===== config.mk =====
export PLATFORM = sky130hd
export DESIGN_NAME = utf16_string_extractor
export DESIGN_NICKNAME = d
export VERILOG_FILES = /design/src/design/u16se_pkg.sv /design/src/design/utf16_string_extractor.sv
export VERILOG_INCLUDE_DIRS = /design/src /design/src/design
export SDC_FILE = /design/constraint.sdc
export NUM_CORES = 1
export LEC_CHECK = 0
export BUFFER_PORTS_ARGS = -buffer_cell sky130_fd_sc_hd__buf_4
export CAP_MARGIN = 5
export CORE_ASPECT_RATIO = 1.4
export CORE_UTILIZATION = 40
export DETAILED_ROUTE_END_ITERATION = 7
export SETUP_SLACK_MARGIN = 0.3
export SYNTH_ARGS = -nofsm -noshare
export SYNTH_HDL_FRONTEND = slang
export SYNTH_SLANG_ARGS = --single-unit

===== constraint.sdc =====
create_clock -name i_clk -period 5.8 [get_ports i_clk]
set_clock_uncertainty 0.05 [all_clocks]
set_input_delay 0.29 -clock i_clk [delete_from_list [all_inputs] [get_ports i_clk]]
set_output_delay 0.29 -clock i_clk [all_outputs]
set_load 0.01 [all_outputs]

===== src/design/utf16_string_extractor_macros.svh =====
// Assertion macros shared by the string extractor RTL.
`ifndef UTF16_STRING_EXTRACTOR_MACROS_SVH
`define UTF16_STRING_EXTRACTOR_MACROS_SVH
`ifndef SYNTHESIS
`define U16SE_ASSERT(lbl, clk, rst_n, prop, msg) \
    lbl: assert property (@(posedge clk) disable iff (!rst_n) prop) else $error(msg);
`define U16SE_ASSERT_IMP(lbl, clk, rst_n, ante, cons, msg) \
    lbl: assert property (@(posedge clk) disable iff (!rst_n) (ante) |-> (cons)) else $error(msg);
`else
`define U16SE_ASSERT(lbl, clk, rst_n, prop, msg)
`define U16SE_ASSERT_IMP(lbl, clk, rst_n, ante, cons, msg)
`endif
`endif


===== src/design/u16se_pkg.sv =====
// Types, constants and UTF-16 to UTF-8 helper functions of the string extractor.
package u16se_pkg;

    localparam int ML_W    = 5;
    localparam int PADDR_W = 4;
    localparam int PDATA_W = 64;

    typedef logic [15:0] t_unit;

    // Register select, taken from paddr[3] (registers lie at 8-byte steps).
    localparam logic REG_MIN_LENGTH   = 1'b0;
    localparam logic REG_BASE_ADDRESS = 1'b1;

    // Result kinds.
    localparam logic KIND_TEXT = 1'b0;
    localparam logic KIND_END  = 1'b1;

    localparam t_unit SURR_LO     = 16'hD800;
    localparam t_unit SURR_HI     = 16'hDFFF;
    localparam t_unit CTRL_MAX    = 16'h001F;
    localparam t_unit UTF8_1B_TOP = 16'h007F;
    localparam t_unit UTF8_2B_TOP = 16'h07FF;

    localparam logic [7:0] LEAD2     = 8'hC0;
    localparam logic [7:0] LEAD3     = 8'hE0;
    localparam logic [7:0] CONT      = 8'h80;
    localparam logic [7:0] CONT_MASK = 8'h3F;

    // A unit is allowed unless it is NUL, a control code or a surrogate.
    function automatic logic unit_allowed(input t_unit u);
        return (u > CTRL_MAX) && !((u >= SURR_LO) && (u <= SURR_HI));
    endfunction

    // Number of UTF-8 bytes for a code unit: 1, 2 or 3.
    function automatic logic [1:0] utf8_len(input t_unit cp);
        logic [1:0] len;
        if (cp <= UTF8_1B_TOP) begin
            len = 2'd1;
        end else if (cp <= UTF8_2B_TOP) begin
            len = 2'd2;
        end else begin
            len = 2'd3;
        end
        return len;
    endfunction

    // UTF-8 byte number idx of a code unit.
    function automatic logic [7:0] utf8_byte(input t_unit cp, input logic [1:0] idx);
        logic [7:0] b;
        case (utf8_len(cp))
            2'd1: begin
                b = cp[7:0];
            end
            2'd2: begin
                if (idx == 2'd0) begin
                    b = LEAD2 | {3'b000, cp[10:6]};
                end else begin
                    b = CONT | (cp[7:0] & CONT_MASK);
                end
            end
            default: begin
                case (idx)
                    2'd0: begin
                        b = LEAD3 | {4'b0000, cp[15:12]};
                    end
                    2'd1: begin
                        b = CONT | (cp[13:6] & CONT_MASK);
                    end
                    default: begin
                        b = CONT | (cp[7:0] & CONT_MASK);
                    end
                endcase
            end
        endcase
        return b;
    endfunction

endpackage


===== src/design/utf16_string_extractor.sv =====
// UTF-16LE string scanner that reports runs of allowed units as a UTF-8 byte stream.
//
//  Channel  | Direction | Handshake               | Payload
//  ---------+-----------+-------------------------+------------------------------------------
//  input    | in        | i_valid / o_stall       | i_code_unit, i_end_of_buffer
//  output   | out       | o_valid / i_stall       | o_kind, o_text_byte, o_string_address,
//           |           |                         | o_unit_offset, o_last
//  config   | in/out    | psel, penable, pready   | paddr, pwrite, pwdata, prdata
//
// An item with no result, or whose unit is only held, is taken in ST_IDLE; one that only
// closes a string goes on to ST_END. One that emits its unit goes to ST_CUR, one result
// per UTF-8 byte, then to ST_END when it also closes the string. A flush first reads each
// held unit in ST_READ and pushes its bytes in ST_HELD, one result per cycle while not stalled.
// Reset is synchronous and needs no clearing pass; the hold memory is not cleared.
// An output stall freezes the sequencer, but the next item is taken while the last waits.

`include "utf16_string_extractor_macros.svh"

module utf16_string_extractor #(
    parameter int MAX_MIN_LENGTH = 16,
    parameter int POSITION_BITS  = 32
) (
    input  logic                           i_clk,
    input  logic                           i_rst_n,
    // Input channel
    input  logic                           i_valid,
    output logic                           o_stall,
    input  logic [15:0]                    i_code_unit,
    input  logic                           i_end_of_buffer,
    // Output channel
    output logic                           o_valid,
    input  logic                           i_stall,
    output logic                           o_kind,
    output logic [7:0]                     o_text_byte,
    output logic [63:0]                    o_string_address,
    output logic [31:0]                    o_unit_offset,
    output logic                           o_last,
    // Configuration port
    input  logic                           psel,
    input  logic                           penable,
    input  logic                           pwrite,
    input  logic [u16se_pkg::PADDR_W-1:0]  paddr,
    input  logic [u16se_pkg::PDATA_W-1:0]  pwdata,
    output logic [u16se_pkg::PDATA_W-1:0]  prdata,
    output logic                           pready
);

    // The hold memory keeps the units of a run that has not yet reached its
    // minimum length. At most MAX_MIN_LENGTH-1 units are ever held.
    localparam int HOLD_DEPTH = (MAX_MIN_LENGTH > 1) ? (MAX_MIN_LENGTH - 1) : 1;
    localparam int AW         = (HOLD_DEPTH > 1) ? $clog2(HOLD_DEPTH) : 1;
    localparam int CW         = $clog2(MAX_MIN_LENGTH + 1);

    typedef enum logic [2:0] {
        ST_IDLE,    // waiting for an item
        ST_READ,    // hold memory read in flight
        ST_HELD,    // emitting the bytes of a held unit
        ST_CUR,     // emitting the bytes of the current unit
        ST_END      // emitting the string-end result
    } t_state;

    t_state                       r_state;

    // Configuration registers.
    logic [u16se_pkg::ML_W-1:0]   r_min_length;
    logic [63:0]                  r_base_address;

    // Scanner state.
    logic [POSITION_BITS-1:0]     r_byte_pos;
    logic [POSITION_BITS-1:0]     r_run_start;
    logic [CW-1:0]                r_run_count;
    logic                         r_emitting;

    // Work registers of the item in progress.
    u16se_pkg::t_unit             r_unit;
    logic [31:0]                  r_cur_off;
    logic                         r_end_pend;
    logic [CW-1:0]                r_flush_n;
    logic [CW-1:0]                r_idx;
    logic [1:0]                   r_bi;

    // Hold memory and its registered read port.
    u16se_pkg::t_unit             r_mem [HOLD_DEPTH];
    u16se_pkg::t_unit             r_rd_data;

    // Output register.
    logic                         r_o_valid;
    logic                         r_o_kind;
    logic [7:0]                   r_o_text_byte;
    logic [63:0]                  r_o_string_address;
    logic [31:0]                  r_o_unit_offset;
    logic                         r_o_last;

    // Decode of the arriving item.
    logic                         accept;
    logic                         allowed;
    logic [u16se_pkg::ML_W-1:0]   need;
    logic                         reach;
    logic                         hold;
    logic                         emit_cur;
    logic                         end_now;
    logic                         end_eob;
    logic [POSITION_BITS-1:0]     n_run_start;
    logic [POSITION_BITS-1:0]     pos_diff;
    logic [47:0]                  pos_wide;
    logic [POSITION_BITS-1:0]     pos_inc;

    // Byte sequencer.
    u16se_pkg::t_unit             emit_cp;
    logic [1:0]                   emit_len;
    logic                         emit_final;
    logic [7:0]                   emit_byte;
    logic [31:0]                  held_off;
    logic                         can_push;
    logic                         out_push;
    logic                         cfg_write;

    always_comb begin
        accept  = i_valid && (r_state == ST_IDLE);
        allowed = u16se_pkg::unit_allowed(i_code_unit);

        // Zero acts as one; values above the hold capacity saturate.
        if (r_min_length == '0) begin
            need = u16se_pkg::ML_W'(1);
        end else if (r_min_length > u16se_pkg::ML_W'(MAX_MIN_LENGTH)) begin
            need = u16se_pkg::ML_W'(MAX_MIN_LENGTH);
        end else begin
            need = r_min_length;
        end

        reach    = allowed && !r_emitting
                   && ((6'(r_run_count) + 6'd1) >= 6'(need));
        hold     = allowed && !r_emitting && !reach;
        emit_cur = allowed && (r_emitting || reach);
        end_now  = !allowed && r_emitting;
        // The last item of the buffer closes a string left open by this unit.
        end_eob  = i_end_of_buffer && emit_cur;

        // A new run starts at the current position when nothing is open.
        if (allowed && !r_emitting && (r_run_count == '0)) begin
            n_run_start = r_byte_pos;
        end else begin
            n_run_start = r_run_start;
        end
        pos_diff = r_byte_pos - n_run_start;
        pos_wide = 48'(pos_diff);
        pos_inc  = r_byte_pos + POSITION_BITS'(2);

        emit_cp    = (r_state == ST_HELD) ? r_rd_data : r_unit;
        emit_len   = u16se_pkg::utf8_len(emit_cp);
        emit_final = (r_bi == (emit_len - 2'd1));
        emit_byte  = u16se_pkg::utf8_byte(emit_cp, r_bi);
        held_off   = 32'(r_idx) << 1;

        can_push  = !r_o_valid || !i_stall;
        out_push  = can_push && ((r_state == ST_HELD) || (r_state == ST_CUR)
                                 || (r_state == ST_END));
        cfg_write = psel && penable && pwrite;
    end

    // Configuration read back.
    always_comb begin
        case (paddr[3])
            u16se_pkg::REG_MIN_LENGTH:   prdata = u16se_pkg::PDATA_W'(r_min_length);
            u16se_pkg::REG_BASE_ADDRESS: prdata = r_base_address;
            default:                     prdata = '0;
        endcase
    end

    // Hold memory: written when a unit is held, read one entry per flush step.
    always_ff @(posedge i_clk) begin
        if (accept && hold) begin
            r_mem[r_run_count[AW-1:0]] <= i_code_unit;
        end
        if (r_state == ST_READ) begin
            r_rd_data <= r_mem[r_idx[AW-1:0]];
        end
    end

    always_ff @(posedge i_clk) begin
        if (!i_rst_n) begin
            r_state        <= ST_IDLE;
            r_min_length   <= u16se_pkg::ML_W'(1);
            r_base_address <= '0;
            r_byte_pos     <= '0;
            r_run_start    <= '0;
            r_run_count    <= '0;
            r_emitting     <= 1'b0;
            r_end_pend     <= 1'b0;
            r_idx          <= '0;
            r_bi           <= '0;
            r_o_valid      <= 1'b0;
        end else begin
            if (cfg_write) begin
                case (paddr[3])
                    u16se_pkg::REG_MIN_LENGTH:   r_min_length <= pwdata[u16se_pkg::ML_W-1:0];
                    u16se_pkg::REG_BASE_ADDRESS: r_base_address <= pwdata;
                    default: ;
                endcase
            end

            // A stalled result stays in the output register; a new push refills it.
            r_o_valid <= out_push || (r_o_valid && i_stall);

            case (r_state)
                ST_IDLE: begin
                    if (accept) begin
                        r_unit      <= i_code_unit;
                        r_cur_off   <= pos_wide[31:0];
                        r_end_pend  <= end_eob;
                        r_run_start <= n_run_start;
                        r_byte_pos  <= i_end_of_buffer ? '0 : pos_inc;
                        r_flush_n   <= r_run_count;
                        r_idx       <= '0;
                        r_bi        <= '0;
                        r_run_count <= (hold && !i_end_of_buffer)
                                       ? (r_run_count + CW'(1)) : '0;
                        r_emitting  <= emit_cur && !i_end_of_buffer;
                        if (reach && (r_run_count != '0)) begin
                            r_state <= ST_READ;
                        end else if (emit_cur) begin
                            r_state <= ST_CUR;
                        end else if (end_now) begin
                            r_state <= ST_END;
                        end
                    end
                end
                ST_READ: begin
                    r_state <= ST_HELD;
                end
                ST_HELD: begin
                    if (can_push) begin
                        r_o_kind           <= u16se_pkg::KIND_TEXT;
                        r_o_text_byte      <= emit_byte;
                        r_o_string_address <= r_base_address + 64'(r_run_start);
                        r_o_unit_offset    <= held_off;
                        r_o_last           <= 1'b0;
                        if (emit_final) begin
                            r_bi <= '0;
                            if ((r_idx + CW'(1)) == r_flush_n) begin
                                r_state <= ST_CUR;
                            end else begin
                                r_idx   <= r_idx + CW'(1);
                                r_state <= ST_READ;
                            end
                        end else begin
                            r_bi <= r_bi + 2'd1;
                        end
                    end
                end
                ST_CUR: begin
                    if (can_push) begin
                        r_o_kind           <= u16se_pkg::KIND_TEXT;
                        r_o_text_byte      <= emit_byte;
                        r_o_string_address <= r_base_address + 64'(r_run_start);
                        r_o_unit_offset    <= r_cur_off;
                        r_o_last           <= emit_final && !r_end_pend;
                        if (emit_final) begin
                            r_bi    <= '0;
                            r_state <= r_end_pend ? ST_END : ST_IDLE;
                        end else begin
                            r_bi <= r_bi + 2'd1;
                        end
                    end
                end
                ST_END: begin
                    if (can_push) begin
                        r_o_kind           <= u16se_pkg::KIND_END;
                        r_o_text_byte      <= '0;
                        r_o_string_address <= r_base_address + 64'(r_run_start);
                        r_o_unit_offset    <= '0;
                        r_o_last           <= 1'b1;
                        r_state            <= ST_IDLE;
                    end
                end
                default: begin
                    r_state <= ST_IDLE;
                end
            endcase
        end
    end

    // Items enter only while the sequencer is idle.
    assign o_stall          = (r_state != ST_IDLE);
    assign o_valid          = r_o_valid;
    assign o_kind           = r_o_kind;
    assign o_text_byte      = r_o_text_byte;
    assign o_string_address = r_o_string_address;
    assign o_unit_offset    = r_o_unit_offset;
    assign o_last           = r_o_last;
    assign pready           = 1'b1;

    `U16SE_ASSERT_IMP(a_end_is_last, i_clk, i_rst_n, o_valid && (o_kind == u16se_pkg::KIND_END), o_last, "string-end result not marked last")
    `U16SE_ASSERT_IMP(a_offset_even, i_clk, i_rst_n, o_valid && (o_kind == u16se_pkg::KIND_TEXT), o_unit_offset[0] == 1'b0, "odd unit offset")
    `U16SE_ASSERT_IMP(a_hold_not_emit, i_clk, i_rst_n, r_run_count != '0, !r_emitting, "units held while a string is open")
    `U16SE_ASSERT_IMP(a_more_follows, i_clk, i_rst_n, o_valid && !o_last, r_state != ST_IDLE, "sequencer idle before last result")
    `U16SE_ASSERT_IMP(a_flush_bound, i_clk, i_rst_n, r_state == ST_HELD, r_idx < r_flush_n, "flush index beyond held count")

endmodule

==> flow_metrics.env, run 1 <==
export IMPL_wl_per_cell_um=20.9
export IMPL_async_reset_ff_frac=0
export IMPL_syn2layout_area_growth_pct=21.3
export IMPL_required_ns=6.20
export IMPL_drt_iter0_drc=1293
export IMPL_drive_above_1_share=0.186
export IMPL_synth_cells=2225
export IMPL_clkPwrFrac=0.376
export IMPL_start_util=0.405
export IMPL_finalCriticalPeriod_ns=4.90
export IMPL_cp_start_kind="flop"
export IMPL_ir_drop_uv=287
export IMPL_final_common_cell="edfxtp_1"
export IMPL_yosys_warnings=0
export IMPL_grt_usage=0.212
export IMPL_ys_seq_area_frac=0.584
export IMPL_tritoncts="built"
export IMPL_netSwitchingFraction=0.267
export IMPL_syn_nets=2380
export IMPL_p_seq_frac=0.467
export IMPL_internal_power_mw=7.50
export IMPL_cts_buffers=56
export IMPL_cts_sinks=565
export IMPL_netlist_area_um2=26500
export IMPL_crit_path_top_delay_cell="nor4b_1"
export IMPL_yosysUniqueCellTypes=88
export IMPL_die_w_um=219
export IMPL_synth_avg_cell_area_um2=11.9
export IMPL_synth_area_leaders="edfxtp_1 (47%), dfxtp_1 (11%), mux4_2 (5.4%)"
export IMPL_cts_root_buf="clkbuf_16"
export IMPL_gp_congestion=0.911
export IMPL_first_pass_iters=6
export IMPL_ios=265
export IMPL_path_cells="inv_1, ha_1, nor4b_1, nand2_1, a21oi_4, buf_4, mux2i_1, ha_1, a21oi_1, and2_1, nor3b_1, a21o_1, nand2_1, a311o_1, a21oi_1, nor2_1, a211oi_1"
export IMPL_grt_overflow=0
export IMPL_finalSetupViolations=0
export IMPL_grt_pass1_vias=18527
export IMPL_synth_top_cell_area_share=0.471
export IMPL_cpPeakStageDelay_ns=0.46
export IMPL_clockBufferDepth=3
export IMPL_hp_class="in2reg"
export IMPL_hold_worst_slack_ns=0.119
export IMPL_dieArea_um2=67200
export IMPL_clk_pin_slew_ns=0.07
export IMPL_stdcell_area_um2=32100
export IMPL_die_h_um=306
export IMPL_vias=18622
export IMPL_yosys_most_used_dff="edfxtp_1"
export IMPL_hpwl_um=49600
export IMPL_combPwrFrac=0.157
export IMPL_status="completed"
export IMPL_endpoint_kind="flop"
export IMPL_cap_viol_max_count=0
export IMPL_worstMarginPinSlew_ns=1.23
export IMPL_critPathArrivalTime_ns=5.30
export IMPL_antenna_found_initial=5
export IMPL_setup_tns_ns=0
export IMPL_path_buf_inv=2
export IMPL_grt_pass1_wl_um=108000
export IMPL_placementRows=111
export IMPL_synth_edf_count=415
export IMPL_power_switching_mw=2.73
export IMPL_hold_viol=0
export IMPL_clock_latency_ns=0.64
export IMPL_worst_setup_path_type="reg2reg"
export IMPL_relSlewSlack=0.182
export IMPL_max_freq_ghz=0.204
export IMPL_design_core_area_um2=65400
export IMPL_path_delay_family="compound AO/OA/AOI/OAI gates"
export IMPL_worstPathMaxFanout=30
export IMPL_post_route_period_util=0.844
export IMPL_wirelength_um=72000
export IMPL_power_density_nw_per_um2=319
export IMPL_dpl_cell_area_um2=29300
export IMPL_drc=0
export IMPL_drt_antenna_violating_nets=0
export IMPL_synth_seq_cells=565
export IMPL_cts_htree_levels=2
export IMPL_final_cell_mix="edfxtp_1 (415), nand2_1 (347), buf_4 (284)"
export IMPL_grt_max_degree=84
export IMPL_nets=2697
export IMPL_portBuffers=260
export IMPL_viasPerCell=5.41
export IMPL_slew_violations=0
export IMPL_leakage_nw=11.9
export IMPL_post_synth_top_area_cell="edfxtp_1"
export IMPL_rsz0062_at_grt="no"
-- state kept, by name, summed over array words and instances, names as in the netlist, 2 cells and up --
register          flops
r_run_start          32
o_unit_offset        32
r_min_length          5
r_byte_pos           31
r_unit               16
r_mem               240
r_base_address       64
r_cur_off            32
r_idx                 5
r_flush_n             5
o_text_byte           8
r_bi                  2
r_state               3
r_run_count           5
o_string_address     64
r_rd_data            16
-- cells by family after synthesis --
kind of cell | after synthesis | synth area share
adder cells (fa/ha/maj) | 70 | 0.0330
XOR/XNOR | 117 | 0.0390
buffers and inverters | 148 | 0.0221
flip-flops | 565 | 0.584
multiplexers | 114 | 0.0741
AND/OR/NAND/NOR | 786 | 0.142
AO/OA/AOI/OAI | 424 | 0.105
other | 1 | 0.000142
-- routing by layer --
layer | part of all wire | GRT usage | vias up | wire (µm)
met4 | 0.041 | 0.0890 | 6 | 2960
li1 | - | - | 8806 | -
met1 | 0.37 | 0.233 | 9123 | 26400
met5 | 0.00057 | 0 | - | 41
met2 | 0.54 | 0.398 | 528 | 39100
met3 | 0.049 | 0.0314 | 159 | 3510
-- what timing repair did --
action                    4_1_cts  5_1_grt
resized for setup               0        0
hold endpoints to repair      333        0
hold buffers                   83        0
setup buffers                   0        0
-- area by class of cell --
class / count / area, µm²
fill: 5769 / 33300
sequential: 565 / 15500
multi-input combinational: 1512 / 10500
timing repair buffer: 367 / 2960
clock buffer: 64 / 1500
tap: 847 / 1060
clock inverter: 42 / 484
inverter: 40 / 150
antenna: 2 / 5.00
-- final timing paths --
path | slack, ns | from | end | cells past startpoint
worst max-delay path | 0.90 | r_run_count[0]$_SDFFE_PN0P_ | r_cur_off[31]$_DFFE_PP_ | 17
worst min-delay path | 0.12 | i_valid | r_end_pend$_SDFFE_PN0P_ | 5
worst max register to register | 0.90 | r_run_count[0]$_SDFFE_PN0P_ | r_cur_off[31]$_DFFE_PP_ | 17
worst min register to register | 0.42 | r_end_pend$_SDFFE_PN0P_ | r_end_pend$_SDFFE_PN0P_ | 2
-- power groups by stage --
stage | Clock (mW) | Combinational (mW) | Sequential (mW)
after floorplan | 0 | 0.940 | 4.85
after global placement | 0 | 1.55 | 4.86
after detailed placement | 0 | 1.58 | 4.87
after CTS | 3.93 | 1.63 | 4.78
after global routing | 4.08 | 1.75 | 4.80
final | 3.85 | 1.61 | 4.78
-- worst register-to-register path, stage by stage, from the launching register on --
cell	delay [ns]
dfxtp_1	0.39
inv_1	0.12
ha_1	0.24
nor4b_1	0.46
nand2_1	0.26
a21oi_4	0.36
buf_4	0.41
mux2i_1	0.23
ha_1	0.28
a21oi_1	0.26
and2_1	0.18
nor3b_1	0.26
a21o_1	0.27
nand2_1	0.10
a311o_1	0.33
a21oi_1	0.28
nor2_1	0.09
a211oi_1	0.16
-- cell usage after synthesis (all sizes together) (21+ instances only) --
cell	count
a21boi	72
a21o	26
a21oi	118
a31oi	21
and2	91
and3	44
buf	25
clkbuf	83
dfxtp	150
edfxtp	415
ha	61
inv	39
mux2i	45
mux4	64
nand2	348
nand2b	27
nand3	30
nand4	31
nor2	110
nor2b	26
nor3	27
o21ai	80
xnor2	62
xor2	55
-- per-stage QoR --
step / setup slack, ns / util / instances / total power, mW
6_report: 0.903 / 0.491 / 3439 / 10.2
5_1_grt: 0.305 / 0.491 / 3439 / 10.6
4_1_cts: 0.915 / 0.491 / 3437 / 10.3
2_1_floorplan: 1.20 / - / 2225 / 5.79
3_3_place_gp: 0.945 / 0.448 / 3248 / 6.42
3_5_place_dp: 0.941 / 0.448 / 3248 / 6.44
Note: power is estimated with default switching activity, not from simulation.
==> run 2: changes to the inputs <==
clock period = 5.05 ns   (was 5.8 ns; I/O delays follow)
==> run 2 against run 1 <==
Utilization up 0.092 points. Worst hold slack got worse by 0.051 ns. Sequential share of layout area down 0.090 points. Maximum frequency increased by 10%. Count of clock-buffer cells in the layout rose by 13. Routed wire length fell by 0.66%. Sequential cell count unchanged. Non-clock buffer count grew 10. Combinational power increased by 14%.
==> flow_metrics.env, run 2 (same netlist as run 1, synthesis figures left out) <==
export IMPL_status="completed"
export IMPL_cap_viol_max_count=0
export IMPL_cts_buffers=56
export IMPL_clk_pin_slew_ns=0.06
export IMPL_dieArea_um2=67200
export IMPL_required_ns=5.34
export IMPL_hp_class="in2reg"
export IMPL_gp_congestion=0.903
export IMPL_die_w_um=219
export IMPL_hold_viol=0
export IMPL_nets=2707
export IMPL_setup_tns_ns=0
export IMPL_grt_overflow=0
export IMPL_leakage_nw=11.9
export IMPL_start_util=0.405
export IMPL_drc=0
export IMPL_clockBufferDepth=3
export IMPL_fin_cells=3446
export IMPL_worst_setup_path_type="reg2reg"
export IMPL_grt_util_met1=0.230
export IMPL_cts_root_buf="clkbuf_16"
export IMPL_cts_sinks=565
export IMPL_post_route_period_util=0.880
export IMPL_tritoncts="built"
export IMPL_grt_usage=0.212
export IMPL_finalSetupViolations=0
export IMPL_relSlewSlack=0.238
export IMPL_finalCriticalPeriod_ns=4.44
export IMPL_power_density_nw_per_um2=363
export IMPL_cp_start_kind="flop"
export IMPL_endpoint_kind="flop"
export IMPL_worstPathMaxFanout=8
export IMPL_drt_iter0_drc=1231
export IMPL_worstMarginPinSlew_ns=1.14
export IMPL_antenna_found_initial=6
export IMPL_grt_pass1_wl_um=109000
export IMPL_dp_cells=3257
export IMPL_ir_drop_uv=301
export IMPL_ios=265
export IMPL_drt_antenna_violating_nets=0
export IMPL_grtUsageMet2=0.402
export IMPL_max_freq_ghz=0.225
export IMPL_wl_per_cell_um=20.7
export IMPL_clock_latency_ns=0.65
export IMPL_design_core_area_um2=65400
export IMPL_rsz0062_at_grt="yes"
export IMPL_wirelength_um=71500
export IMPL_grt_busiest_layer="met2"
export IMPL_final_common_cell="edfxtp_1"
export IMPL_die_h_um=306
export IMPL_grt_pass1_vias=18689
export IMPL_drive_above_1_share=0.190
export IMPL_placementRows=111
export IMPL_syn2layout_area_growth_pct=21.5
export IMPL_grt_max_degree=84
export IMPL_critPathArrivalTime_ns=4.73
export IMPL_portBuffers=260
export IMPL_met3_usage=0.0334
export IMPL_first_pass_iters=6
export IMPL_cts_htree_levels=2
export IMPL_largest_reg_flops=240
export IMPL_vias=18751
export IMPL_viasPerCell=5.44
export IMPL_final_cell_mix="edfxtp_1 (415), nand2_1 (347), buf_4 (295)"
export IMPL_slew_violations=0
export IMPL_hpwl_um=49500
[run 2: cell types whose count changed in the layout (fill, tap and decap cells not counted), moves of 3 or more]
cell	delta
buf_4	+11
clkinv_1	-5
clkbuf_8	+4
clkbuf_1	+9
clkinv_2	-4
a21oi_1	-3
[run 2: metrics by stage]
stage	util	instance area, µm²	setup WS, ns	hold slack, ns	total power, mW
6_report	0.492	32200	0.608	0.0678	11.7
5_1_grt	0.492	32200	0.256	0.108	12.1
4_1_cts	0.491	32100	0.335	0.0510	11.8
3_5_place_dp	0.449	29400	0.244	0.417	7.39
3_3_place_gp	0.449	29400	0.426	0.415	7.36
2_1_floorplan	-	26500	0.452	0.301	6.65
[run 2: power by group]
part,switching [mW],leakage (nW),internal (mW)
Clock,1.80,0.938,2.53
Sequential,0.163,5.01,5.33
Combinational,1.10,5.94,0.736
Total,3.06,11.9,8.60
[run 2: what timing repair did]
item | 4_1_cts | 5_1_grt
buffers inserted | 0 | 2
hold buffers | 82 | 0
endpoints found under the hold margin | 332 | 0
cloned | 0 | 0
setup endpoints to repair | 1 | 9
resized for setup | 1 | 8
[run 2: worst paths after layout]
kind | from | to | slack (ns) | cells past startpoint
min reg2reg | r_end_pend$_SDFFE_PN0P_ | r_end_pend$_SDFFE_PN0P_ | 0.42 | 2
max reg2reg | r_run_count[1]$_SDFFE_PN0P_ | r_cur_off[28]$_DFFE_PP_ | 0.61 | 17
min | i_rst_n | r_min_length[0]$_SDFFE_PN1P_ | 0.07 | 2
max | r_run_count[1]$_SDFFE_PN0P_ | r_cur_off[28]$_DFFE_PP_ | 0.61 | 17
[run 2: layout make-up]
type	count	area [µm²]
flip-flops and latches	565	15500
repair buffers	377	3040
inverters	40	150
multi-input cells	1512	10500
clock inverters	25	364
well taps	847	1060
diodes	3	7.51
fillers	5770	33200
clock buffers	77	1560
[run 2: critical path: stages, from the launching register on]
cell and delay, ns:
dfxtp_1 0.37, inv_1 0.10, ha_1 0.24, nor4b_2 0.28
buf_4 0.16, nand2_1 0.13, a21oi_4 0.28, buf_4 0.19
mux2i_1 0.07, ha_1 0.26, or4_1 0.50, o221a_2 0.30
a21oi_4 0.26, nand2_1 0.17, a21oi_1 0.26, o21ai_2 0.11
a2111oi_1 0.39, nor2_1 0.07
[run 2: per-layer routing]
metal	wire [µm]	share of wire	vias to the layer above
li1	-	-	8825
met5	48	0.00067	-
met3	3650	0.051	178
met2	38800	0.54	575
met4	2970	0.042	6
met1	26000	0.36	9167
